File: src/hdl/fqrl_pkg.sv
// Package for the fair-queue ready list scheduler.
// Holds the sizing default, the request mode and result status codes, and the FSM states.
// No dependencies.
package fqrl_pkg;

    localparam int MAX_CHANNELS_DEF = 16;

    localparam logic MODE_READY   = 1'b0;
    localparam logic MODE_RECEIVE = 1'b1;

    typedef enum logic [1:0] {
        ST_SERVED   = 2'd0,
        ST_NONE     = 2'd1,
        ST_ACCEPTED = 2'd2,
        ST_FULL     = 2'd3
    } t_status;

    typedef enum logic [1:0] {
        S_IDLE,
        S_READ,
        S_SHIFT
    } t_state;

endpackage

File: src/hdl/fqrl_req_if.sv
// Request channel of the fair-queue scheduler: valid/ready plus the request fields.
// Standalone; no package needed.
interface fqrl_req_if;
    logic       valid;
    logic       ready;
    logic       mode;
    logic [7:0] channel_id;
    logic       drained;

    modport source (output valid, output mode, output channel_id, output drained,
                    input ready);
    modport sink   (input valid, input mode, input channel_id, input drained,
                    output ready);
endinterface

File: src/hdl/fqrl_rsp_if.sv
// Result channel of the fair-queue scheduler: valid/ready plus the result fields.
// Uses fqrl_pkg for the status type.
interface fqrl_rsp_if;
    logic             valid;
    logic             ready;
    fqrl_pkg::t_status status;
    logic [7:0]       served_channel;
    logic             first_ready;

    modport source (output valid, output status, output served_channel,
                    output first_ready, input ready);
    modport sink   (input valid, input status, input served_channel,
                    input first_ready, output ready);
endinterface

File: src/hdl/fqrl_ram.sv
// Generic simple dual-port RAM: one write port, one read port with registered read data.
// No dependencies.
module fqrl_ram #(
    parameter int WIDTH = 8,
    parameter int DEPTH = 16
) (
    input  logic                     i_clk,
    input  logic                     i_we,
    input  logic [$clog2(DEPTH)-1:0] i_waddr,
    input  logic [WIDTH-1:0]         i_wdata,
    input  logic [$clog2(DEPTH)-1:0] i_raddr,
    output logic [WIDTH-1:0]         o_rdata
);
    logic [WIDTH-1:0] r_mem [DEPTH];
    logic [WIDTH-1:0] r_rdata;

    always_ff @(posedge i_clk) begin
        if (i_we) begin
            r_mem[i_waddr] <= i_wdata;
        end
        r_rdata <= r_mem[i_raddr];
    end

    assign o_rdata = r_rdata;
endmodule

File: src/hdl/fair_queue_ready_list_top.sv
// Round-robin receive scheduler over an ordered list of ready channels.
// Depends on fqrl_pkg, fqrl_req_if, fqrl_rsp_if and fqrl_ram.

// A ready request (mode 0) appends its channel id at the end of the list and
// answers in the next cycle: accepted (first_ready set when the list was
// empty) or full with the id dropped. A receive request (mode 1) on an empty
// list answers in the next cycle. A receive on a non-empty list reads the list
// RAM at the serve position, gets the id in S_READ and answers from the answer
// register after that; without drained the position advances and the block
// returns to idle as the answer is loaded. With drained the served entry is
// erased by moving every later entry down one place, one RAM word per cycle,
// so the block stays busy until the last later entry has moved. There is a
// single answer register, so a new request is taken no earlier than the cycle
// in which the previous answer is taken. No clearing pass after reset.
module fair_queue_ready_list_top #(
    parameter int MAX_CHANNELS = fqrl_pkg::MAX_CHANNELS_DEF
) (
    input  logic i_clk,
    input  logic i_rst_n,
    fqrl_req_if.sink   i_req,
    fqrl_rsp_if.source o_rsp
);
    import fqrl_pkg::*;

    localparam int AW = $clog2(MAX_CHANNELS);
    localparam int CW = $clog2(MAX_CHANNELS + 1);

    t_state        r_state, n_state;
    logic [CW-1:0] r_count, n_count;
    logic [AW-1:0] r_pos, n_pos;
    logic [AW-1:0] r_shift_idx, n_shift_idx;
    logic          r_drained, n_drained;
    logic          r_out_valid, n_out_valid;
    t_status       r_out_status, n_out_status;
    logic [7:0]    r_out_served, n_out_served;
    logic          r_out_first, n_out_first;

    logic          ram_we;
    logic [AW-1:0] ram_waddr;
    logic [7:0]    ram_wdata;
    logic [AW-1:0] ram_raddr;
    logic [7:0]    ram_rdata;

    logic          in_ready;
    logic          accept;
    logic          list_full;
    logic          list_empty;
    logic          pos_more;
    logic          shift_more;

    fqrl_ram #(
        .WIDTH (8),
        .DEPTH (MAX_CHANNELS)
    ) u_list (
        .i_clk   (i_clk),
        .i_we    (ram_we),
        .i_waddr (ram_waddr),
        .i_wdata (ram_wdata),
        .i_raddr (ram_raddr),
        .o_rdata (ram_rdata)
    );

    assign accept     = i_req.valid && in_ready;
    assign list_full  = (r_count == CW'(MAX_CHANNELS));
    assign list_empty = (r_count == '0);
    // entry behind the serve position exists (count not yet decremented)
    assign pos_more   = ((CW'(r_pos) + CW'(1)) < r_count);
    // another entry left to move down (count already decremented)
    assign shift_more = ((CW'(r_shift_idx) + CW'(1)) < r_count);

    // next state
    always_comb begin
        n_state = r_state;
        unique case (r_state)
            S_IDLE: begin
                if (accept && (i_req.mode == MODE_RECEIVE) && !list_empty) begin
                    n_state = S_READ;
                end
            end
            S_READ: begin
                if (r_drained && pos_more) begin
                    n_state = S_SHIFT;
                end else begin
                    n_state = S_IDLE;
                end
            end
            S_SHIFT: begin
                if (!shift_more) begin
                    n_state = S_IDLE;
                end
            end
            default: n_state = S_IDLE;
        endcase
    end

    // FSM outputs
    always_comb begin
        in_ready = (r_state == S_IDLE) && (!r_out_valid || o_rsp.ready);
    end

    // datapath and list RAM control
    always_comb begin
        n_count      = r_count;
        n_pos        = r_pos;
        n_shift_idx  = r_shift_idx;
        n_drained    = r_drained;
        n_out_valid  = r_out_valid && !o_rsp.ready;
        n_out_status = r_out_status;
        n_out_served = r_out_served;
        n_out_first  = r_out_first;
        ram_we       = 1'b0;
        ram_waddr    = r_shift_idx;
        ram_wdata    = ram_rdata;
        ram_raddr    = r_pos;

        unique case (r_state)
            S_IDLE: begin
                if (accept) begin
                    if (i_req.mode == MODE_READY) begin
                        n_out_valid  = 1'b1;
                        n_out_served = '0;
                        if (list_full) begin
                            n_out_status = ST_FULL;
                            n_out_first  = 1'b0;
                        end else begin
                            ram_we       = 1'b1;
                            ram_waddr    = r_count[AW-1:0];
                            ram_wdata    = i_req.channel_id;
                            n_count      = r_count + CW'(1);
                            n_out_status = ST_ACCEPTED;
                            n_out_first  = list_empty;
                        end
                    end else if (list_empty) begin
                        n_out_valid  = 1'b1;
                        n_out_status = ST_NONE;
                        n_out_served = '0;
                        n_out_first  = 1'b0;
                    end else begin
                        ram_raddr = r_pos;
                        n_drained = i_req.drained;
                    end
                end
            end
            S_READ: begin
                n_out_valid  = 1'b1;
                n_out_status = ST_SERVED;
                n_out_served = ram_rdata;
                n_out_first  = 1'b0;
                if (r_drained) begin
                    n_count = r_count - CW'(1);
                    if (pos_more) begin
                        // hold position on the successor; start the move-down
                        ram_raddr   = r_pos + AW'(1);
                        n_shift_idx = r_pos;
                    end else begin
                        n_pos = '0;
                    end
                end else if (pos_more) begin
                    n_pos = r_pos + AW'(1);
                end else begin
                    n_pos = '0;
                end
            end
            S_SHIFT: begin
                ram_we    = 1'b1;
                ram_waddr = r_shift_idx;
                ram_wdata = ram_rdata;
                if (shift_more) begin
                    ram_raddr   = AW'(CW'(r_shift_idx) + CW'(2));
                    n_shift_idx = r_shift_idx + AW'(1);
                end
            end
            default: begin
                n_out_valid = r_out_valid && !o_rsp.ready;
            end
        endcase
    end

    always_ff @(posedge i_clk) begin
        if (!i_rst_n) begin
            r_state     <= S_IDLE;
            r_count     <= '0;
            r_pos       <= '0;
            r_out_valid <= 1'b0;
        end else begin
            r_state     <= n_state;
            r_count     <= n_count;
            r_pos       <= n_pos;
            r_out_valid <= n_out_valid;
        end
    end

    always_ff @(posedge i_clk) begin
        r_shift_idx  <= n_shift_idx;
        r_drained    <= n_drained;
        r_out_status <= n_out_status;
        r_out_served <= n_out_served;
        r_out_first  <= n_out_first;
    end

    assign i_req.ready          = in_ready;
    assign o_rsp.valid          = r_out_valid;
    assign o_rsp.status         = r_out_status;
    assign o_rsp.served_channel = r_out_served;
    assign o_rsp.first_ready    = r_out_first;

`ifndef SYNTHESIS
    a_count_bound: assert property (@(posedge i_clk) disable iff (!i_rst_n)
        r_count <= CW'(MAX_CHANNELS))
        else $error("entry count above list capacity");

    a_pos_in_list: assert property (@(posedge i_clk) disable iff (!i_rst_n)
        (r_state == S_IDLE) |-> ((list_empty && r_pos == '0) || (CW'(r_pos) < r_count)))
        else $error("serve position outside the list");

    a_read_slot_free: assert property (@(posedge i_clk) disable iff (!i_rst_n)
        (r_state == S_READ) |-> !r_out_valid)
        else $error("answer register busy when a served id arrives");

    a_append_grows: assert property (@(posedge i_clk) disable iff (!i_rst_n)
        (accept && (i_req.mode == MODE_READY) && !list_full)
            |=> (r_count == $past(r_count) + CW'(1)))
        else $error("accepted append did not grow the list");
`endif

endmodule
File: src/flat_wrapper.sv
// flat-port wrapper written by rule: the top's interface ports become plain ports
module fair_queue_ready_list_top_flat import fqrl_pkg::*;
#(
    parameter int MAX_CHANNELS = fqrl_pkg::MAX_CHANNELS_DEF
)
  (i_clk, i_rst_n, i_req_valid, i_req_mode, i_req_channel_id, i_req_drained, i_req_ready, o_rsp_valid, o_rsp_status, o_rsp_served_channel, o_rsp_first_ready, o_rsp_ready);
  fqrl_req_if i_req_i ();
  fqrl_rsp_if o_rsp_i ();
  input  logic i_clk;
  input  logic i_rst_n;
  input wire logic [$bits(i_req_i.valid)-1:0] i_req_valid;
  input wire logic [$bits(i_req_i.mode)-1:0] i_req_mode;
  input wire logic [$bits(i_req_i.channel_id)-1:0] i_req_channel_id;
  input wire logic [$bits(i_req_i.drained)-1:0] i_req_drained;
  output wire logic [$bits(i_req_i.ready)-1:0] i_req_ready;
  output wire logic [$bits(o_rsp_i.valid)-1:0] o_rsp_valid;
  output wire logic [$bits(o_rsp_i.status)-1:0] o_rsp_status;
  output wire logic [$bits(o_rsp_i.served_channel)-1:0] o_rsp_served_channel;
  output wire logic [$bits(o_rsp_i.first_ready)-1:0] o_rsp_first_ready;
  input wire logic [$bits(o_rsp_i.ready)-1:0] o_rsp_ready;
  assign i_req_i.valid = i_req_valid;
  assign i_req_i.mode = i_req_mode;
  assign i_req_i.channel_id = i_req_channel_id;
  assign i_req_i.drained = i_req_drained;
  assign i_req_ready = i_req_i.ready;
  assign o_rsp_valid = o_rsp_i.valid;
  assign o_rsp_status = o_rsp_i.status;
  assign o_rsp_served_channel = o_rsp_i.served_channel;
  assign o_rsp_first_ready = o_rsp_i.first_ready;
  assign o_rsp_i.ready = o_rsp_ready;
  fair_queue_ready_list_top #(.MAX_CHANNELS(MAX_CHANNELS)) u_core (.i_clk(i_clk), .i_rst_n(i_rst_n), .i_req(i_req_i), .o_rsp(o_rsp_i));
endmodule
File: config.mk
export PLATFORM = sky130hd
export DESIGN_NAME = fair_queue_ready_list_top_flat
export DESIGN_NICKNAME = d
export VERILOG_FILES = /design/src/hdl/fqrl_pkg.sv /design/src/hdl/fqrl_req_if.sv /design/src/hdl/fqrl_rsp_if.sv /design/src/hdl/fqrl_ram.sv /design/src/hdl/fair_queue_ready_list_top.sv /design/src/flat_wrapper.sv
export SDC_FILE = /design/constraint.sdc
export NUM_CORES = 1
export LEC_CHECK = 0
export BUFFER_PORTS_ARGS = -buffer_cell sky130_fd_sc_hd__buf_2
export CAP_MARGIN = 40
export CORE_MARGIN = 2
export CORE_UTILIZATION = 31
export CTS_CLUSTER_SIZE = 20
export DETAILED_ROUTE_END_ITERATION = 7
export SYNTH_ARGS = -nofsm -noshare
export SYNTH_HDL_FRONTEND = slang
export SYNTH_HIERARCHICAL = 1
export SYNTH_SLANG_ARGS = --single-unit
File: constraint.sdc
create_clock -name i_clk -period 4.69 [get_ports i_clk]
set_input_delay 0.469 -clock i_clk [delete_from_list [all_inputs] [get_ports i_clk]]
set_output_delay 0.469 -clock i_clk [all_outputs]
set_load 0.02 [all_outputs]
Yosys cells after proc, flatten, opt, wreduce, memory -nomap -nowiden
Memory sizes are Yosys's and may differ from the RTL's. A register that Yosys moved wholly into a read port is not among the register bits.
Cells that the tools add are included.
{"block": "word_totals", "register_bits": 28, "ramBits": 128, "input_bits": 14, "elab_cells": 105, "memories": 1}
{"block": "op_classes", "addsub": 7, "order_cmp": 2, "n_eq_ne": 13, "muxes": 52, "bitwise_logic": 1, "n_reduce_logical": 20}
{"memory": "u_core.u_list.r_mem", "words": 16, "width": 8, "rd": 1, "rd_clocked_by_memory_dff": 1, "write_ports": 1, "line": "fqrl_ram.sv:14", "source": "logic [WIDTH-1:0] r_mem [DEPTH];"}
{"cell": "two-way mux 8 bit", "count": 7}
{"cell": "two-way mux 4 bit", "count": 13}
{"cell": "two-way mux 5 bit", "count": 4}
{"cell": "case mux 4 bit (2 select lines)", "count": 2}
{"cell": "case mux 8 bit (2 select lines)", "count": 1}
{"cell": "two-way mux 1 bit", "count": 13}
{"cell": "two-way mux 2 bit", "count": 6}
{"cell": "adder 4 x 1 -> 5 bit (second input constant)", "count": 2}
{"cell": "less-than comparator 5 bit", "count": 2}
{"cell": "!= test 2 x 1 -> 1 bit (second input constant)", "count": 5}
{"cell": "case mux 5 bit (2 select lines)", "count": 1}
{"cell": "adder 4 x 1 -> 4 bit (second input constant)", "count": 2}
{"cell": "!= test 2 bit (second input constant)", "count": 4}
{"cell": "AND reduction 4 bit", "count": 2}
{"cell": "logical AND 1 bit", "count": 6}
{"cell": "case mux 1 bit (2 select lines)", "count": 3}
{"cell": "case mux 2 bit (3 select lines)", "count": 1}
{"cell": "adder 5 x 1 -> 5 bit (second input constant)", "count": 1}
{"cell": "equality test 5 bit (second input constant)", "count": 1}
{"cell": "logical NOT 5 bit", "count": 1}
{"cell": "AND reduction 5 bit", "count": 1}
{"cell": "subtractor 5 x 1 -> 5 bit (second input constant)", "count": 1}
{"cell": "adder 4 x 2 -> 4 bit (second input constant)", "count": 1}
{"cell": "case mux 2 bit (2 select lines)", "count": 1}
{"cell": "other kinds (10)", "count": 14}

Depth between registers and ports, before layout
{"block": "logic_depth", "word_depth": 8, "mapped_depth": 15, "ltp_nobuf": 13}

Hierarchy
Netlist, hierarchy kept.
{"mod": "fqrl_ram", "n_inst": 1, "cells_per_inst": 229, "area_per_inst_um2": 5147.4, "seq_area_each_um2": 4003.8}
{"mod": "fair_queue_ready_list_top", "n_inst": 1, "cells_per_inst": 200, "area_per_inst_um2": 1939.4, "seq_area_each_um2": 720.7}

Worst setup path before layout
OpenSTA, ideal clock, no wires.
{"block": "synth_path", "path_kind": "register to register", "startpoint": "reg u_core.r_pos[2]", "endpoint": "reg u_core.u_list.r_rdata[1], in the netlist u_core/u_list/o_rdata[1], read port of u_core.u_list.r_mem", "setup_time_ns": 0.120, "t_arrival_ns": 3.148, "slack_ns": 1.422, "stages_incl_launch_ff": 16, "n_path_buf": 3, "path_cell_list": "dfxtp_1 -> clkbuf_1 -> nand3_1 -> xnor2_1 -> ha_1 -> and2_1 -> a21boi_2 -> ha_1 -> nor2_1 -> a21oi_1 -> o21ai_0 -> buf_6 -> buf_6 -> mux4_1 -> a22oi_1 -> nand2_1"}
{"block": "synth_between", "elab_chain_len": 5, "elab_cells_between_ends": 7}
{"item": "start: declaration", "line": "fair_queue_ready_list_top.sv:30", "source": "logic [AW-1:0] r_pos, n_pos;"}
{"item": "start signal: assignment", "line": "fair_queue_ready_list_top.sv:188", "source": "r_pos <= n_pos;"}
{"item": "adder 4 x 1 -> 5 bit", "line": "fair_queue_ready_list_top.sv:67", "source": "assign pos_more = ((CW'(r_pos) + CW'(1)) < r_count);"}
{"item": "less-than comparator 5 bit", "line": "fair_queue_ready_list_top.sv:67"}
{"item": "two-way mux 4 bit", "line": "fair_queue_ready_list_top.sv:151", "source": "if (pos_more) begin"}
{"item": "two-way mux 4 bit", "line": "fair_queue_ready_list_top.sv:149", "source": "if (r_drained) begin"}
{"item": "case mux 4 bit (2 select lines)", "line": "fair_queue_ready_list_top.sv:116", "source": "unique case (r_state)"}
{"item": "via u_core.ram_raddr[0]", "line": "fair_queue_ready_list_top.sv:41", "source": "logic [AW-1:0] ram_raddr;"}
{"item": "end: declaration", "line": "fqrl_ram.sv:15", "source": "logic [WIDTH-1:0] r_rdata;"}
The timed path passes the listed nets, and every way through them passes these cells.
A chain may end at the register's enable or synchronous reset.

Worst setup path after layout
{"block": "layout_path", "startpoint": "reg u_core.r_pos[0]", "endpoint": "reg u_core.u_list.r_rdata[5], in the netlist u_core/u_list/o_rdata[5], read port of u_core.u_list.r_mem"}
{"block": "layout_between", "elab_chain_len": 5, "elab_cells_between_ends": 7}
{"item": "adder 4 x 1 -> 5 bit", "line": "fair_queue_ready_list_top.sv:67"}
{"item": "less-than comparator 5 bit", "line": "fair_queue_ready_list_top.sv:67"}
{"item": "two-way mux 4 bit", "line": "fair_queue_ready_list_top.sv:151"}
{"item": "two-way mux 4 bit", "line": "fair_queue_ready_list_top.sv:149"}
{"item": "case mux 4 bit (2 select lines) (*)", "line": "fair_queue_ready_list_top.sv:116"}
{"item": "via u_core.ram_raddr[0]", "line": "fair_queue_ready_list_top.sv:41"}
The timed path passes the listed nets; every way through them passes the cells marked *.

==> results.yml <==
clocking:
  path_clk_slew_ns: 0.06
  htreeDepth: 4
  postCtsSetupRepairBufs: 0
  cts-hold-fix-buffers: 0
  cts_tree: "done"
  clk_latency_ns: 0.42
  cts-buffers-inserted: 17
  cts-root-buf: "clkbuf_16"
  clockBufferDepth: 2
  cts_resized: 0
  clkSinkCount: 164
drt:
  vias_per_cell: 5.05
  drt_wl_total_mm: 14.0
  dr_total_vias: 3864
  wl_per_cell_um: 18.3
  drc: 0
  ant_nets: 0
  firstDrtPassIters: 5
  drtIter0Drc: 381
synth:
  syn_nets: 462
  synth_fa_ha_area_frac: 0.0346
  syn_inst: 429
  syn-cell-area_um2: 7090
  synth.ff_latch_count: 164
  synthMuxAreaShare: 0.131
  synth_top_family_by_area: "multiplexers"
  synth_area_per_cell_um2: 16.5
  synthFlopType: "edfxtp_1"
  ys_seq_area_frac: 0.667
  synth_compound_area_frac: 0.0609
  synth_edf_count: 144
  synth-xor-area-share: 0.00989
  synthSimpleGateAreaFrac: 0.0724
  yosysUniqueCellTypes: 55
  yosysWarnings: 6
  async_flop_share: 0
layout:
  nets: 500
  seqCellArea_um2: 4720
  area.growth.synth_to_final_pct: 14.8
  fill_cells: 2093
  multi_input_area_um2: 2200
  utilization: 0.360
  drive_above_1_share: 0.217
  n_antenna_cell: 0
sta:
  fmaxAchievable_mhz: 257
  hold_viol: 0
  finalSetupViolCount: 0
  fin_setup_tns_ns: 0
  fin_crit_ns: 3.89
  tightestPinTransition_ns: 0.931
  period_share: 0.829
  max_slew_margin: 0.377
  finalClockSkew_ns: 0.00625
  rsz0062_at_grt: "false"
  final_max_slew_viol_count: 0
worst_setup_path:
  r2r_start: "u_core/r_pos[0]$_SDFFE_PN0P_"
  worstReg2RegEnd: "u_core/u_list/o_rdata[5]$_DFF_P_"
  critical-path-max-stage-delay_ns: 0.59
  reg2reg_slack_ns: 0.80
  startpoint_type: "flop"
  crit_path_end_kind: "flop"
  crit_top_cell: "ha_1"
  cp.required_ns: 4.98
  worst-setup-path-type: "flop to flop"
  cp.arrival_ns: 4.18
  crit_slowest_cell: "mux4_1"
  r2r_cells: 14
  path_max_fanout: 32
  crit_chain: "ha_1, xor2_1, ha_1, a21oi_1, o21ai_1, a21boi_2, ha_1, nor2_1, a21oi_1, o21ai_4, buf_12, mux4_1, a22oi_1, nand2_1"
outcome:
  status: "complete, no violations"
floorplan:
  rows: 55
  die_h_um: 155
  ios: 27
  dieArea_um2: 24100
  fp.dieW_um: 155
  core_um2: 22600
  start_util: 0.314
min_path:
  hold_start: "i_req_drained"
  worstHoldEndpoint: "u_core/r_drained$_DFFE_PP_"
  hp-class: "input pin to flop"
  hold_path_depth: 1
global_route:
  grt_pass1_wl_mm: 21.9
  grt_pass1_vias: 3821
  grtUsageTotal: 0.122
  grt-ovfl-total: 0
  grt_start_max_net_pins: 33
  antenna_found_initial: 0
pwr:
  p_leak_nw: 2.74
  p_comb_frac: 0.056
  clock_power_share: 0.428
  irDropWorstVdd_mv: 0.219
  pwr-share-seq: 0.516
  internal_power_w: 0.00248
  p_sw_frac: 0.219
  finalPower_w: 0.00318
  power_per_cell_area_nw_per_um2: 391
  netSwitchingPower_w: 0.000695
placed_design:
  gp_congestion: 0.875
  dp.final_hpwl_mm: 9.56
  port_buffers: 26
run:
  drv_cap: 0
-- power groups by stage --
| stage | Sequential, W | Clock, W | Combinational, W |
|---|---|---|---|
| floorplan | 0.00168 | 0 | 0.000109 |
| global placement | 0.00167 | 0 | 0.000172 |
| detailed placement | 0.00167 | 0 | 0.000178 |
| CTS | 0.00164 | 0.00139 | 0.000179 |
| global route | 0.00164 | 0.00145 | 0.000196 |
| finish | 0.00164 | 0.00136 | 0.000177 |
-- routing by layer --
layer	part of all wire	GRT usage
met1	0.45	0.154
met2	0.50	0.202
met3	0.044	0.0284
met4	0.012	0.0502
met5	0	0
-- final cells by class --
class / count / area share
Multi-Input combinational cell: 234 / 0.271
Timing Repair Buffer: 36 / 0.0268
Tap cell: 285 / 0.0438
Clock buffer: 19 / 0.0532
Sequential cell: 164 / 0.581
Inverter: 14 / 0.00646
Clock inverter: 13 / 0.0183
-- per-stage QoR --
step	instances	worst slack [ns]	cell area, um^2	hold slack [ns]
floorplan	429	1.42	7090	0.451
global placement	728	0.989	7520	0.480
detailed placement	733	0.861	7550	0.476
CTS	765	0.847	8140	0.207
global route	765	0.541	8140	0.220
finish	765	0.801	8140	0.223
-- cells in the final DEF (no fill, tap or decap), drive strengths merged, types with 10 or more instances in the layout --
cell type / count
edfxtp: 144
buf: 36
mux4: 32
nor2: 29
nand2: 27
dfxtp: 20
clkbuf: 19
inv: 19
a22oi: 18
ha: 18
and2: 12
a21oi: 12
mux2: 10
-- how the worst max path moves through the flow --
stage	startpoint	slack, ns	end
3_5_place_dp	u_core/r_pos[0]$_SDFFE_PN0P_	0.86	u_core/u_list/o_rdata[0]$_DFF_P_
5_1_grt	u_core/r_pos[0]$_SDFFE_PN0P_	0.54	u_core/u_list/o_rdata[5]$_DFF_P_
4_1_cts	u_core/r_pos[0]$_SDFFE_PN0P_	0.85	u_core/u_list/o_rdata[0]$_DFF_P_
2_1_floorplan	u_core/r_pos[2]$_SDFFE_PN0P_	1.42	u_core/u_list/o_rdata[1]$_DFF_P_
3_3_place_gp	u_core/r_pos[0]$_SDFFE_PN0P_	0.99	u_core/u_list/o_rdata[4]$_DFF_P_
6_report	u_core/r_pos[0]$_SDFFE_PN0P_	0.80	u_core/u_list/o_rdata[5]$_DFF_P_
-- synthesized netlist by cell type, types with 10 or more instances --
master      n  area share
mux4_2     18       0.057
dfxtp_1    20       0.056
inv_1      13      0.0069
a21oi_1    11      0.0078
ha_1       18       0.032
and2_1     12       0.011
nor2_1     29       0.015
nand2_1    27       0.014
edfxtp_1  144        0.61
mux4_1     14       0.052
a22oi_1    18       0.019
mux2_2     10       0.016
-- registers in the layout, summed over array words and instances, names as in the netlist, 2 cells and up --
signal	flops
u_core/u_list/r_mem	128
u_core/o_rsp.served_channel	8
u_core/u_list/o_rdata	8
u_core/r_count	5
u_core/r_pos	4
u_core/r_shift_idx	4
u_core/o_rsp.status	2
u_core/r_state	2
-- worst max-delay path, delay by kind of cell, from the launching register on --
family / cells / cell delay (ns)
xor+xnor: 1 / 0.23
simple gates: 2 / 0.24
compound gates: 6 / 1.12
fa+ha+maj: 3 / 0.84
flops: 1 / 0.43
mux: 1 / 0.59
buf+inv: 1 / 0.26
-- logic make-up after synthesis --
family                     after synthesis
xor gates and xnor gates                 8
AOI/OAI and AO/OA                       60
buffers and inverters                   31
adders and majority gates               19
and+or+nand+nor                        101
DFF                                    164
muxes                                   46
Power figures use the tool's default switching activity.
